## src/rtl/core/nsms_pkg.sv

```systemverilog
// ----------------------------------------------------------------------------
// nsms_pkg
// Shared widths, constants and types of the string match statistics block.
// ----------------------------------------------------------------------------
`default_nettype none

package nsms_pkg;

  localparam int unsigned PATTERN_MAX_DEF = 16;
  localparam int unsigned TEXT_MAX_DEF    = 65536;

  localparam int BYTE_W        = 8;
  localparam int LEN_W         = 5;
  localparam int POS_W         = 16;
  localparam int COUNT_W       = 16;
  localparam int CMP_W         = 21;
  localparam int CFG_W         = 64;
  localparam int CFG_IDX_W     = 2;
  localparam int WORD_BYTES    = CFG_W / BYTE_W;
  localparam int PATTERN_BYTES = 2 * WORD_BYTES;

  localparam logic [COUNT_W-1:0] COUNT_SAT = {COUNT_W{1'b1}};
  localparam logic [CMP_W-1:0]   CMP_SAT   = {CMP_W{1'b1}};

  typedef enum logic [CFG_IDX_W-1:0] {
    REG_PATTERN_LOW    = 2'd0,
    REG_PATTERN_HIGH   = 2'd1,
    REG_PATTERN_LENGTH = 2'd2
  } cfg_reg_t;

  typedef struct packed {
    logic [PATTERN_BYTES-1:0][BYTE_W-1:0] pattern;
    logic [LEN_W-1:0]                     length;
  } cfg_t;

  typedef struct packed {
    logic [BYTE_W-1:0] text_byte;
    logic              last_byte;
  } item_t;

endpackage

`default_nettype wire

```

## src/rtl/core/nsms_text_if.sv

```systemverilog
// ----------------------------------------------------------------------------
// nsms_text_if
// Text channel: one text byte and its end-of-text mark per item.
// ----------------------------------------------------------------------------
`default_nettype none

interface nsms_text_if;
  logic                      valid;
  logic                      ready;
  logic [nsms_pkg::BYTE_W-1:0] text_byte;
  logic                      last_byte;

  modport source (output valid, output text_byte, output last_byte, input ready);
  modport sink   (input valid, input text_byte, input last_byte, output ready);
endinterface

`default_nettype wire

```

## src/rtl/core/nsms_result_if.sv

```systemverilog
// ----------------------------------------------------------------------------
// nsms_result_if
// Result channel: the statistics report of one text.
// ----------------------------------------------------------------------------
`default_nettype none

interface nsms_result_if;
  logic                         valid;
  logic                         ready;
  logic                         first_found;
  logic [nsms_pkg::POS_W-1:0]   first_position;
  logic                         last_found;
  logic [nsms_pkg::POS_W-1:0]   last_position;
  logic [nsms_pkg::COUNT_W-1:0] match_count;
  logic [nsms_pkg::LEN_W-1:0]   longest_prefix;
  logic [nsms_pkg::CMP_W-1:0]   comparisons;
  logic                         text_overflow;

  modport source (
    output valid, output first_found, output first_position, output last_found,
    output last_position, output match_count, output longest_prefix,
    output comparisons, output text_overflow, input ready
  );
  modport sink (
    input valid, input first_found, input first_position, input last_found,
    input last_position, input match_count, input longest_prefix,
    input comparisons, input text_overflow, output ready
  );
endinterface

`default_nettype wire

```

## src/rtl/core/nsms_cfg_regs.sv

```systemverilog
// ----------------------------------------------------------------------------
// nsms_cfg_regs
// Pattern and length registers; presents the clamped pattern length.
// ----------------------------------------------------------------------------
`default_nettype none

module nsms_cfg_regs #(
  parameter int unsigned PATTERN_MAX = nsms_pkg::PATTERN_MAX_DEF
) (
  input  wire logic                           clk,
  input  wire logic                           rst,
  input  wire logic                           cfg_write,
  input  wire logic [nsms_pkg::CFG_IDX_W-1:0] cfg_index,
  input  wire logic [nsms_pkg::CFG_W-1:0]     cfg_data,
  output nsms_pkg::cfg_t                      cfg
);

  logic [nsms_pkg::CFG_W-1:0] pattern_low;
  logic [nsms_pkg::CFG_W-1:0] pattern_high;
  logic [nsms_pkg::LEN_W-1:0] pattern_length;

  always_ff @(posedge clk) begin
    if (rst) begin
      pattern_low    <= '0;
      pattern_high   <= '0;
      pattern_length <= nsms_pkg::LEN_W'(1);
    end else if (cfg_write) begin
      unique case (nsms_pkg::cfg_reg_t'(cfg_index))
        nsms_pkg::REG_PATTERN_LOW:    pattern_low    <= cfg_data;
        nsms_pkg::REG_PATTERN_HIGH:   pattern_high   <= cfg_data;
        nsms_pkg::REG_PATTERN_LENGTH: pattern_length <= cfg_data[nsms_pkg::LEN_W-1:0];
        default: ;
      endcase
    end
  end

  always_comb begin
    cfg.pattern = {pattern_high, pattern_low};
    if (pattern_length == '0) begin
      cfg.length = nsms_pkg::LEN_W'(1);
    end else if (pattern_length > nsms_pkg::LEN_W'(PATTERN_MAX)) begin
      cfg.length = nsms_pkg::LEN_W'(PATTERN_MAX);
    end else begin
      cfg.length = pattern_length;
    end
  end

endmodule

`default_nettype wire

```

## src/rtl/core/nsms_match.sv

```systemverilog
// ----------------------------------------------------------------------------
// nsms_match
// Compares the window's newest pattern-length bytes with the pattern and
// gives the length of the leading run of equal bytes.
// ----------------------------------------------------------------------------
`default_nettype none

module nsms_match #(
  parameter int unsigned PATTERN_MAX = nsms_pkg::PATTERN_MAX_DEF
) (
  input  wire logic [PATTERN_MAX-1:0][nsms_pkg::BYTE_W-1:0]            win,
  input  wire logic [nsms_pkg::PATTERN_BYTES-1:0][nsms_pkg::BYTE_W-1:0] pattern,
  input  wire logic [nsms_pkg::LEN_W-1:0]                               n,
  output logic      [nsms_pkg::LEN_W-1:0]                               run
);

  localparam int IDX_W = (PATTERN_MAX > 1) ? $clog2(PATTERN_MAX) : 1;

  logic [PATTERN_MAX-1:0] eq;
  logic                   done;
  logic [IDX_W-1:0]       pos;

  always_comb begin
    for (int k = 0; k < PATTERN_MAX; k++) begin
      pos   = IDX_W'(PATTERN_MAX - int'(n) + k);
      eq[k] = (win[pos] == pattern[k]);
    end
  end

  always_comb begin
    run  = n;
    done = 1'b0;
    for (int k = 0; k < PATTERN_MAX; k++) begin
      if (!done && ((nsms_pkg::LEN_W'(k) >= n) || !eq[k])) begin
        run  = nsms_pkg::LEN_W'(k);
        done = 1'b1;
      end
    end
  end

endmodule

`default_nettype wire

```

## src/rtl/core/nsms_stats.sv

```systemverilog
// ----------------------------------------------------------------------------
// nsms_stats
// Window, running statistics and the result register.
// ----------------------------------------------------------------------------
`default_nettype none

module nsms_stats #(
  parameter int unsigned PATTERN_MAX = nsms_pkg::PATTERN_MAX_DEF,
  parameter int unsigned TEXT_MAX    = nsms_pkg::TEXT_MAX_DEF
) (
  input  wire logic            clk,
  input  wire logic            rst,
  input  wire logic            step,
  input  wire nsms_pkg::item_t item,
  input  wire nsms_pkg::cfg_t  cfg,
  output logic                 take_ok,
  nsms_result_if.source        result
);

  localparam int BS_W = $clog2(TEXT_MAX + 1);

  logic [PATTERN_MAX-1:0][nsms_pkg::BYTE_W-1:0] window;
  logic [PATTERN_MAX-1:0][nsms_pkg::BYTE_W-1:0] win_shift;
  logic [BS_W-1:0]              bytes_seen, bytes_seen_next, seen_inc;
  logic                         any_match, any_match_next;
  logic [nsms_pkg::POS_W-1:0]   earliest_start, earliest_start_next;
  logic [nsms_pkg::POS_W-1:0]   latest_start, latest_start_next;
  logic [nsms_pkg::COUNT_W-1:0] full_match_total, full_match_total_next;
  logic [nsms_pkg::LEN_W-1:0]   best_prefix, best_prefix_next;
  logic [nsms_pkg::CMP_W-1:0]   compare_total, compare_total_next;
  logic                         overflowed, overflowed_next;
  logic [nsms_pkg::LEN_W-1:0]   run, cmp;
  logic [nsms_pkg::CMP_W:0]     cmp_sum;
  logic [BS_W-1:0]              start_full;
  logic                         ovf_hit, check;
  logic [nsms_pkg::CMP_W-1:0]   report_cmp;

  always_comb begin
    for (int i = 0; i < PATTERN_MAX - 1; i++) begin
      win_shift[i] = window[i + 1];
    end
    win_shift[PATTERN_MAX-1] = item.text_byte;
  end

  nsms_match #(
    .PATTERN_MAX(PATTERN_MAX)
  ) u_match (
    .win    (win_shift),
    .pattern(cfg.pattern),
    .n      (cfg.length),
    .run    (run)
  );

  always_comb begin
    ovf_hit    = (bytes_seen >= BS_W'(TEXT_MAX));
    seen_inc   = BS_W'(bytes_seen + 1'b1);
    check      = !ovf_hit && (seen_inc >= BS_W'(cfg.length));
    start_full = BS_W'(seen_inc - BS_W'(cfg.length));
    cmp        = (run < cfg.length) ? nsms_pkg::LEN_W'(run + 1'b1) : cfg.length;
    cmp_sum    = {1'b0, compare_total} + (nsms_pkg::CMP_W + 1)'(cmp);

    bytes_seen_next       = bytes_seen;
    any_match_next        = any_match;
    earliest_start_next   = earliest_start;
    latest_start_next     = latest_start;
    full_match_total_next = full_match_total;
    best_prefix_next      = best_prefix;
    compare_total_next    = compare_total;
    overflowed_next       = overflowed;

    if (ovf_hit) begin
      overflowed_next = 1'b1;
    end else begin
      bytes_seen_next = seen_inc;
    end

    if (check) begin
      compare_total_next = (cmp_sum > {1'b0, nsms_pkg::CMP_SAT}) ?
                           nsms_pkg::CMP_SAT : cmp_sum[nsms_pkg::CMP_W-1:0];
      if (run > best_prefix) begin
        best_prefix_next = run;
      end
      if (run == cfg.length) begin
        if (!any_match) begin
          earliest_start_next = nsms_pkg::POS_W'(start_full);
        end
        any_match_next    = 1'b1;
        latest_start_next = nsms_pkg::POS_W'(start_full);
        if (full_match_total != nsms_pkg::COUNT_SAT) begin
          full_match_total_next = full_match_total + 1'b1;
        end
      end
    end

    report_cmp = (compare_total_next == nsms_pkg::CMP_SAT) ?
                 nsms_pkg::CMP_SAT : compare_total_next + 1'b1;
  end

  assign take_ok = !result.valid || result.ready;

  // window holds only bytes of the current text wherever a start is checked
  always_ff @(posedge clk) begin
    if (step && !ovf_hit) begin
      window <= win_shift;
    end
  end

  always_ff @(posedge clk) begin
    if (rst) begin
      bytes_seen       <= '0;
      any_match        <= 1'b0;
      earliest_start   <= '0;
      latest_start     <= '0;
      full_match_total <= '0;
      best_prefix      <= '0;
      compare_total    <= '0;
      overflowed       <= 1'b0;
    end else if (step) begin
      if (item.last_byte) begin
        bytes_seen       <= '0;
        any_match        <= 1'b0;
        earliest_start   <= '0;
        latest_start     <= '0;
        full_match_total <= '0;
        best_prefix      <= '0;
        compare_total    <= '0;
        overflowed       <= 1'b0;
      end else begin
        bytes_seen       <= bytes_seen_next;
        any_match        <= any_match_next;
        earliest_start   <= earliest_start_next;
        latest_start     <= latest_start_next;
        full_match_total <= full_match_total_next;
        best_prefix      <= best_prefix_next;
        compare_total    <= compare_total_next;
        overflowed       <= overflowed_next;
      end
    end
  end

  always_ff @(posedge clk) begin
    if (rst) begin
      result.valid <= 1'b0;
    end else if (step && item.last_byte) begin
      result.valid <= 1'b1;
    end else if (result.ready) begin
      result.valid <= 1'b0;
    end
  end

  always_ff @(posedge clk) begin
    if (step && item.last_byte) begin
      result.first_found    <= any_match_next;
      result.first_position <= any_match_next ? earliest_start_next : '0;
      result.last_found     <= any_match_next;
      result.last_position  <= any_match_next ? latest_start_next : '0;
      result.match_count    <= full_match_total_next;
      result.longest_prefix <= best_prefix_next;
      result.comparisons    <= report_cmp;
      result.text_overflow  <= overflowed_next;
    end
  end

  a_clear_after_last: assert property (@(posedge clk) disable iff (rst)
    step && item.last_byte |=> bytes_seen == '0 && !any_match && compare_total == '0)
    else $error("stream state not cleared after last item");

  a_count_needs_match: assert property (@(posedge clk) disable iff (rst)
    !any_match |-> full_match_total == '0 && earliest_start == '0)
    else $error("match count without a match");

  a_prefix_bound: assert property (@(posedge clk) disable iff (rst)
    best_prefix <= nsms_pkg::LEN_W'(PATTERN_MAX))
    else $error("prefix beyond pattern size");

  a_overflow_full: assert property (@(posedge clk) disable iff (rst)
    overflowed |-> bytes_seen == BS_W'(TEXT_MAX))
    else $error("overflow before text limit");

  a_report_found: assert property (@(posedge clk) disable iff (rst)
    result.valid |-> (result.match_count != '0) == result.first_found)
    else $error("found flag disagrees with match count");

endmodule

`default_nettype wire

```

## src/rtl/core/naive_string_match_stats.sv

```systemverilog
// ----------------------------------------------------------------------------
// naive_string_match_stats
// Streaming naive string matcher with per-text statistics report.
// ----------------------------------------------------------------------------
// Text bytes enter on the text channel (valid/ready), one byte per item; the
// item with last_byte set closes the text. For each byte the block checks the
// start position that becomes complete and updates match positions, count,
// longest prefix and comparison total. On the closing byte it places one
// report on the result channel and clears its stream state.
// The pattern (two 64-bit byte words) and its length are to be written through
// cfg_write / cfg_index / cfg_data only while no text is in flight; the block
// itself does not enforce this. A report is registered from the closing item
// held in the input register, once the result register is free.
// Throughput: one item per cycle unless a closing byte waits on a held report;
// the window compare and statistics update before the result are combinational.
// Reset (rst, synchronous) empties both registers, clears the statistics and
// sets the pattern to zero with length one.
// A stalled receiver holds the report; ordinary bytes keep flowing, and the
// next closing byte waits in the input register until the report is taken.
// ----------------------------------------------------------------------------
`default_nettype none

module naive_string_match_stats #(
  parameter int unsigned PATTERN_MAX = nsms_pkg::PATTERN_MAX_DEF,
  parameter int unsigned TEXT_MAX    = nsms_pkg::TEXT_MAX_DEF
) (
  input  wire logic                           clk,
  input  wire logic                           rst,
  nsms_text_if.sink                           text,
  nsms_result_if.source                       result,
  input  wire logic                           cfg_write,
  input  wire logic [nsms_pkg::CFG_IDX_W-1:0] cfg_index,
  input  wire logic [nsms_pkg::CFG_W-1:0]     cfg_data
);

  nsms_pkg::cfg_t  cfg;
  nsms_pkg::item_t item;
  logic            item_valid;
  logic            take_ok;
  logic            step;

  nsms_cfg_regs #(
    .PATTERN_MAX(PATTERN_MAX)
  ) u_cfg (
    .clk      (clk),
    .rst      (rst),
    .cfg_write(cfg_write),
    .cfg_index(cfg_index),
    .cfg_data (cfg_data),
    .cfg      (cfg)
  );

  assign step       = item_valid && (!item.last_byte || take_ok);
  assign text.ready = !item_valid || step;

  always_ff @(posedge clk) begin
    if (rst) begin
      item_valid <= 1'b0;
    end else if (text.ready) begin
      item_valid <= text.valid;
    end
  end

  always_ff @(posedge clk) begin
    if (text.valid && text.ready) begin
      item.text_byte <= text.text_byte;
      item.last_byte <= text.last_byte;
    end
  end

  nsms_stats #(
    .PATTERN_MAX(PATTERN_MAX),
    .TEXT_MAX   (TEXT_MAX)
  ) u_stats (
    .clk    (clk),
    .rst    (rst),
    .step   (step),
    .item   (item),
    .cfg    (cfg),
    .take_ok(take_ok),
    .result (result)
  );

endmodule

`default_nettype wire
```

## src/flat_wrapper.sv

```systemverilog
// flat-port wrapper written by rule: the top's interface ports become plain ports
module naive_string_match_stats_flat 
#(
  parameter int unsigned PATTERN_MAX = nsms_pkg::PATTERN_MAX_DEF,
  parameter int unsigned TEXT_MAX    = nsms_pkg::TEXT_MAX_DEF
)
  (clk, rst, cfg_write, cfg_index, cfg_data, text_valid, text_text_byte, text_last_byte, text_ready, result_valid, result_first_found, result_first_position, result_last_found, result_last_position, result_match_count, result_longest_prefix, result_comparisons, result_text_overflow, result_ready);
  nsms_text_if text_i ();
  nsms_result_if result_i ();
  input  wire logic clk;
  input  wire logic rst;
  input  wire logic cfg_write;
  input  wire logic [nsms_pkg::CFG_IDX_W-1:0] cfg_index;
  input  wire logic [nsms_pkg::CFG_W-1:0] cfg_data;
  input wire logic [$bits(text_i.valid)-1:0] text_valid;
  input wire logic [$bits(text_i.text_byte)-1:0] text_text_byte;
  input wire logic [$bits(text_i.last_byte)-1:0] text_last_byte;
  output wire logic [$bits(text_i.ready)-1:0] text_ready;
  output wire logic [$bits(result_i.valid)-1:0] result_valid;
  output wire logic [$bits(result_i.first_found)-1:0] result_first_found;
  output wire logic [$bits(result_i.first_position)-1:0] result_first_position;
  output wire logic [$bits(result_i.last_found)-1:0] result_last_found;
  output wire logic [$bits(result_i.last_position)-1:0] result_last_position;
  output wire logic [$bits(result_i.match_count)-1:0] result_match_count;
  output wire logic [$bits(result_i.longest_prefix)-1:0] result_longest_prefix;
  output wire logic [$bits(result_i.comparisons)-1:0] result_comparisons;
  output wire logic [$bits(result_i.text_overflow)-1:0] result_text_overflow;
  input wire logic [$bits(result_i.ready)-1:0] result_ready;
  assign text_i.valid = text_valid;
  assign text_i.text_byte = text_text_byte;
  assign text_i.last_byte = text_last_byte;
  assign text_ready = text_i.ready;
  assign result_valid = result_i.valid;
  assign result_first_found = result_i.first_found;
  assign result_first_position = result_i.first_position;
  assign result_last_found = result_i.last_found;
  assign result_last_position = result_i.last_position;
  assign result_match_count = result_i.match_count;
  assign result_longest_prefix = result_i.longest_prefix;
  assign result_comparisons = result_i.comparisons;
  assign result_text_overflow = result_i.text_overflow;
  assign result_i.ready = result_ready;
  naive_string_match_stats #(.PATTERN_MAX(PATTERN_MAX), .TEXT_MAX(TEXT_MAX)) u_core (.clk(clk), .rst(rst), .text(text_i), .result(result_i), .cfg_write(cfg_write), .cfg_index(cfg_index), .cfg_data(cfg_data));
endmodule
```

## config.mk

```make
export PLATFORM = sky130hd
export DESIGN_NAME = naive_string_match_stats_flat
export DESIGN_NICKNAME = d
export VERILOG_FILES = /design/src/rtl/core/nsms_pkg.sv /design/src/rtl/core/nsms_text_if.sv /design/src/rtl/core/nsms_result_if.sv /design/src/rtl/core/nsms_cfg_regs.sv /design/src/rtl/core/nsms_match.sv /design/src/rtl/core/nsms_stats.sv /design/src/rtl/core/naive_string_match_stats.sv /design/src/flat_wrapper.sv
export SDC_FILE = /design/constraint.sdc
export NUM_CORES = 1
export LEC_CHECK = 0
export ABC_AREA = 0
export BUFFER_PORTS_ARGS = -buffer_cell sky130_fd_sc_hd__buf_2
export CORE_ASPECT_RATIO = 0.5
export CORE_UTILIZATION = 56
export CTS_CLUSTER_SIZE = 8
export DETAILED_ROUTE_END_ITERATION = 6
export HOLD_SLACK_MARGIN = 0.12
export PLACE_DENSITY = 0.77
export SETUP_SLACK_MARGIN = 0.15
export SLEW_MARGIN = 5
export SYNTH_ARGS = -nofsm -noshare
export SYNTH_HDL_FRONTEND = slang
export SYNTH_SLANG_ARGS = --single-unit
```

## constraint.sdc

```tcl
create_clock -name clk -period 11.75 [get_ports clk]
set_input_delay 1.175 -clock clk [delete_from_list [all_inputs] [get_ports clk]]
set_output_delay 1.175 -clock clk [all_outputs]
set_load 0.02 [all_outputs]
```

==> summary.md <==
| Metric | Value |
|---|---|
| GR met2 Demand/Resource | `53.4%` |
| Mapped cell area | `~0.028 mm^2` |
| Top cells by count, synth | `461 x nand2_1, 228 x a21oi_1, 228 x dfxtp_1` |
| Port buffer count | `158` |
| Routability cong. | `1.03` |
| Ports | `approximately 160` |
| Unrepaired setup endpoints after global routing | `no` |
| Number of enable flip-flop cells after synthesis | `~200` |
| Pwr Density | `between 100 and 150 mW/mm^2` |
| Total GRT Usage | `between 30% and 40%` |
| Total wire length | `approximately 97000 um` |
| Maxcap violations | `1` |
| Post-Synthesis Cells | `approximately 3000` |
| Standard-cell rows | `57` |
| Register area share after synthesis | `a little under two fifths` |
| CP required | `between 10 and 15 ns` |
| Layout cells sized above 1 | `between 10% and 20%` |
| Vias in the first global route | `23300` |
| Initial antenna violation count | `1` |
| Post-synth top area share | `a little over a fifth` |
| GRT met3 Usage | `between 10% and 20%` |
| Die Y | `approximately 160 um` |
| CTS tree | `yes` |
| Max-slew violations | `1` |
| M1 GR Usage | `50.8%` |
| CORE AREA | `a little under 0.05 mm^2` |
| Fin. Hold Viols | `0` |
| Hold path cells | `2` |
| Wirelength per Cell | `~26 um` |
| Fin cells | `3750` |
| Num CTS Buffers | `60` |
| Setup TNS | `0 ns` |
| Avg Inst Size Synth | `around 9.4 um^2` |
| CTS H-Tree Depth | `2` |
| Hold Slack | `around 0.45 ns` |
| Most common cell in the netlist | `nand2_1` |
| FF-to-FF End | `u_core.u_stats.result.comparisons[18]` |
| Top Usage Layer GRT | `met2` |
| Clock transition at path regs | `~0.050 ns` |
| Tcrit/Tclk final | `92.5%` |
| Placed Cells | `~3600` |
| Synth top area cells | `edfxtp_1 22%, dfxtp_1 16%, mux4_2 9.2%` |
| Router iterations before antenna repair | `7` |
| Layout Skew | `between 0.03 and 0.04 ns` |
| Hold Path Sink | `u_core.u_stats.latest_start[11]` |
| Die area | `between 0.05 and 0.06 mm^2` |
| Setup Viol. Count Final | `0` |
| Setup WS pre-CTS | `about 0.46 ns` |
| Syn-to-layout area delta | `11.6%` |
| DIE WIDTH | `318 um` |
| Fill cells | `between 4000 and 5000` |
| Initial Utilization | `between 50% and 60%` |
| Actual slew at the worst max-slew pin | `~1.5 ns` |
| Fin crit period | `10.87 ns` |
| Iter 0 DRT Violations | `about 3700` |
| CTS max path bufs | `3` |
| TritonCTS Sinks | `~430` |
| Syn. warnings | `0` |
| Synth area leader | `edfxtp_1` |
| Layout Nets | `~3200` |
| DRC violations left | `5` |
| R2R cell count | `39` |
| FF-to-FF Start | `u_core.u_cfg.pattern_length[4]` |
| Lkg Pwr | `0.0117 uW` |
| First-pass GRT wire length | `about 150000 um` |
| Crit path arrival time | `roughly 11 ns` |
| HPWL after DPL | `~69000 um` |
| Fmax | `just over 90 MHz` |
| Worst setup EP type | `flip-flop` |
| Status | `finished with violations` |
| Count of different cell masters after synthesis | `93` |
| Final worst slack | `roughly 0.88 ns` |
| Setup CP Type | `flip-flop to flip-flop` |
| CP max-delay cell | `dfxtp_2` |
| Hold Buf Count CTS | `0` |
| Crit-path max FO | `37` |
| Total power | `~4000 uW` |
| DR vias | `between 20000 and 30000` |
| Synthesized net count | `slightly above 3000` |
| Worst rel slew slack | `-0.0583%` |
| Vias per inst | `slightly below 7` |
| FF+latch count, synth | `about 430` |
| Top FF cell, synth | `dfxtp_1` |
| Skew-Pair Late Insertion Delay | `between 0.6 and 0.7 ns` |
| Worst vdd ir | `about 0.00012 V` |
| Largest stage delay, worst path | `about 0.56 ns` |
| Worst setup SP type | `flip-flop` |
| Largest net degree at the start of global routing | `approximately 130` |
| Root Driver | `clkbuf_16` |
| R2R setup slack | `0.88 ns` |
| Post-synth ARST share | `0%` |
| Worst min path class | `flip-flop to flip-flop` |
| Failing checks | `DRC, capacitance limit, slew limit` |
| Total grt overflow | `0` |
| Final ANT Viol Nets | `0` |
| Hold path start | `u_core.u_stats.latest_start[11]` |
[per-layer routing]
layer	share of wire, %	up-vias
li1	-	11300
met1	40	12300
met2	41	1663
met3	14	302
met4	4.2	2
met5	0.13	-
[cells in the final DEF (no fill, tap or decap), types with 13 or more instances in the layout]
cell	n
a211oi_1	43
a21o_1	13
a21oi_1	228
a22oi_1	100
a31oi_1	35
and2_1	23
and3_1	33
and4_1	16
buf_2	157
buf_4	71
clkbuf_1	41
clkbuf_16	60
dfxtp_1	227
edfxtp_1	205
ha_1	29
inv_1	41
mux2_2	54
mux2i_1	178
mux4_2	114
nand2_1	460
nand2b_1	39
nand3_1	67
nand4_1	44
nor2_1	186
nor2b_1	15
nor3_1	47
nor4_1	32
o211ai_1	14
o21a_1	18
o21ai_0	90
or2_2	19
xnor2_1	102
xor2_1	58
[flip-flops by register name (all words and copies together), names as in the netlist, 17 cells and up]
| register | cells |
|---|---|
| u_core.u_stats.compare_total | 21 |
| u_core.u_stats.bytes_seen | 17 |
| u_core.u_cfg.pattern_low | 64 |
| u_core.u_cfg.pattern_high | 64 |
| u_core.u_stats.win_shift | 120 |
| u_core.u_stats.result.comparisons | 21 |
[what timing repair did]
action	in CTS	in global routing
setup buffers	0	4
gates resized for setup	0	16
endpoints found under the setup margin	0	21
[logic make-up (layout without fill, tap and decap cells)]
| family | after synthesis | after routing | synth area share (%) |
|---|---|---|---|
| XOR/XNOR | 165 | 165 | 5.22 |
| buffers and inverters | 257 | 387 | 3.74 |
| flip-flops | 433 | 433 | 38.2 |
| other | 0 | 2 | 0 |
| AND/OR/NAND/NOR | 1054 | 1054 | 17.8 |
| multiplexers | 346 | 346 | 17.7 |
| adder cells (fa/ha/maj) | 32 | 32 | 1.48 |
| AO/OA/AOI/OAI | 682 | 682 | 15.8 |
[critical path: cells and delay by family, from the launching register on]
kind,cells,cell delay (ns)
AND/OR/NAND/NOR,14,3.90
multiplexers,1,0.34
buffers and inverters,6,1.24
adder cells (fa/ha/maj),4,1.63
XOR/XNOR,1,0.16
AO/OA/AOI/OAI,13,2.72
flip-flops,1,0.56
[through the flow]
stage                     instance area, um^2  utilization [%]
after floorplan                         28000                -
after global placement                  29400             60.1
after detailed placement                29400             60.1
after CTS                               31100             63.6
after global routing                    31300             63.8
final                                   31300             63.8
[report_power, final]
group	internal (uW)	switching [uW]	total [uW]
logic	278	448	726
registers	1620	54.4	1680
clock network	947	685	1630
total	2850	1190	4040
[how the worst max path moves through the flow]
stage | from | slack (ns) | endpoint | cells after the start
floorplan | u_core.u_cfg.pattern_length[0] | 0.45 | u_core.u_stats.result.comparisons[14] | 52
global route | u_core.u_cfg.pattern_length[4] | 0.26 | u_core.u_stats.result.comparisons[16] | 42
global placement | u_core.u_cfg.pattern_length[4] | 0.78 | u_core.u_stats.result.comparisons[7] | 38
detailed placement | u_core.u_cfg.pattern_length[4] | 0.46 | u_core.u_stats.result.comparisons[3] | 38
finish | u_core.u_cfg.pattern_length[4] | 0.88 | u_core.u_stats.result.comparisons[18] | 39
CTS | u_core.u_cfg.pattern_length[4] | 0.35 | u_core.u_stats.result.comparisons[12] | 38
[cell type report]
type	instances	area (um^2)	share of cell area, %
multi-input cells	2279	16400	52.5
flip-flops and latches	433	10700	34.3
clock buffers	101	1660	5.29
repair buffers	235	1430	4.58
well taps	649	812	2.60
inverters	48	181	0.580
clock inverters	3	58.8	0.188
diodes	2	5.00	0.0160
No activity file was read; power rests on OpenSTA's default activity.
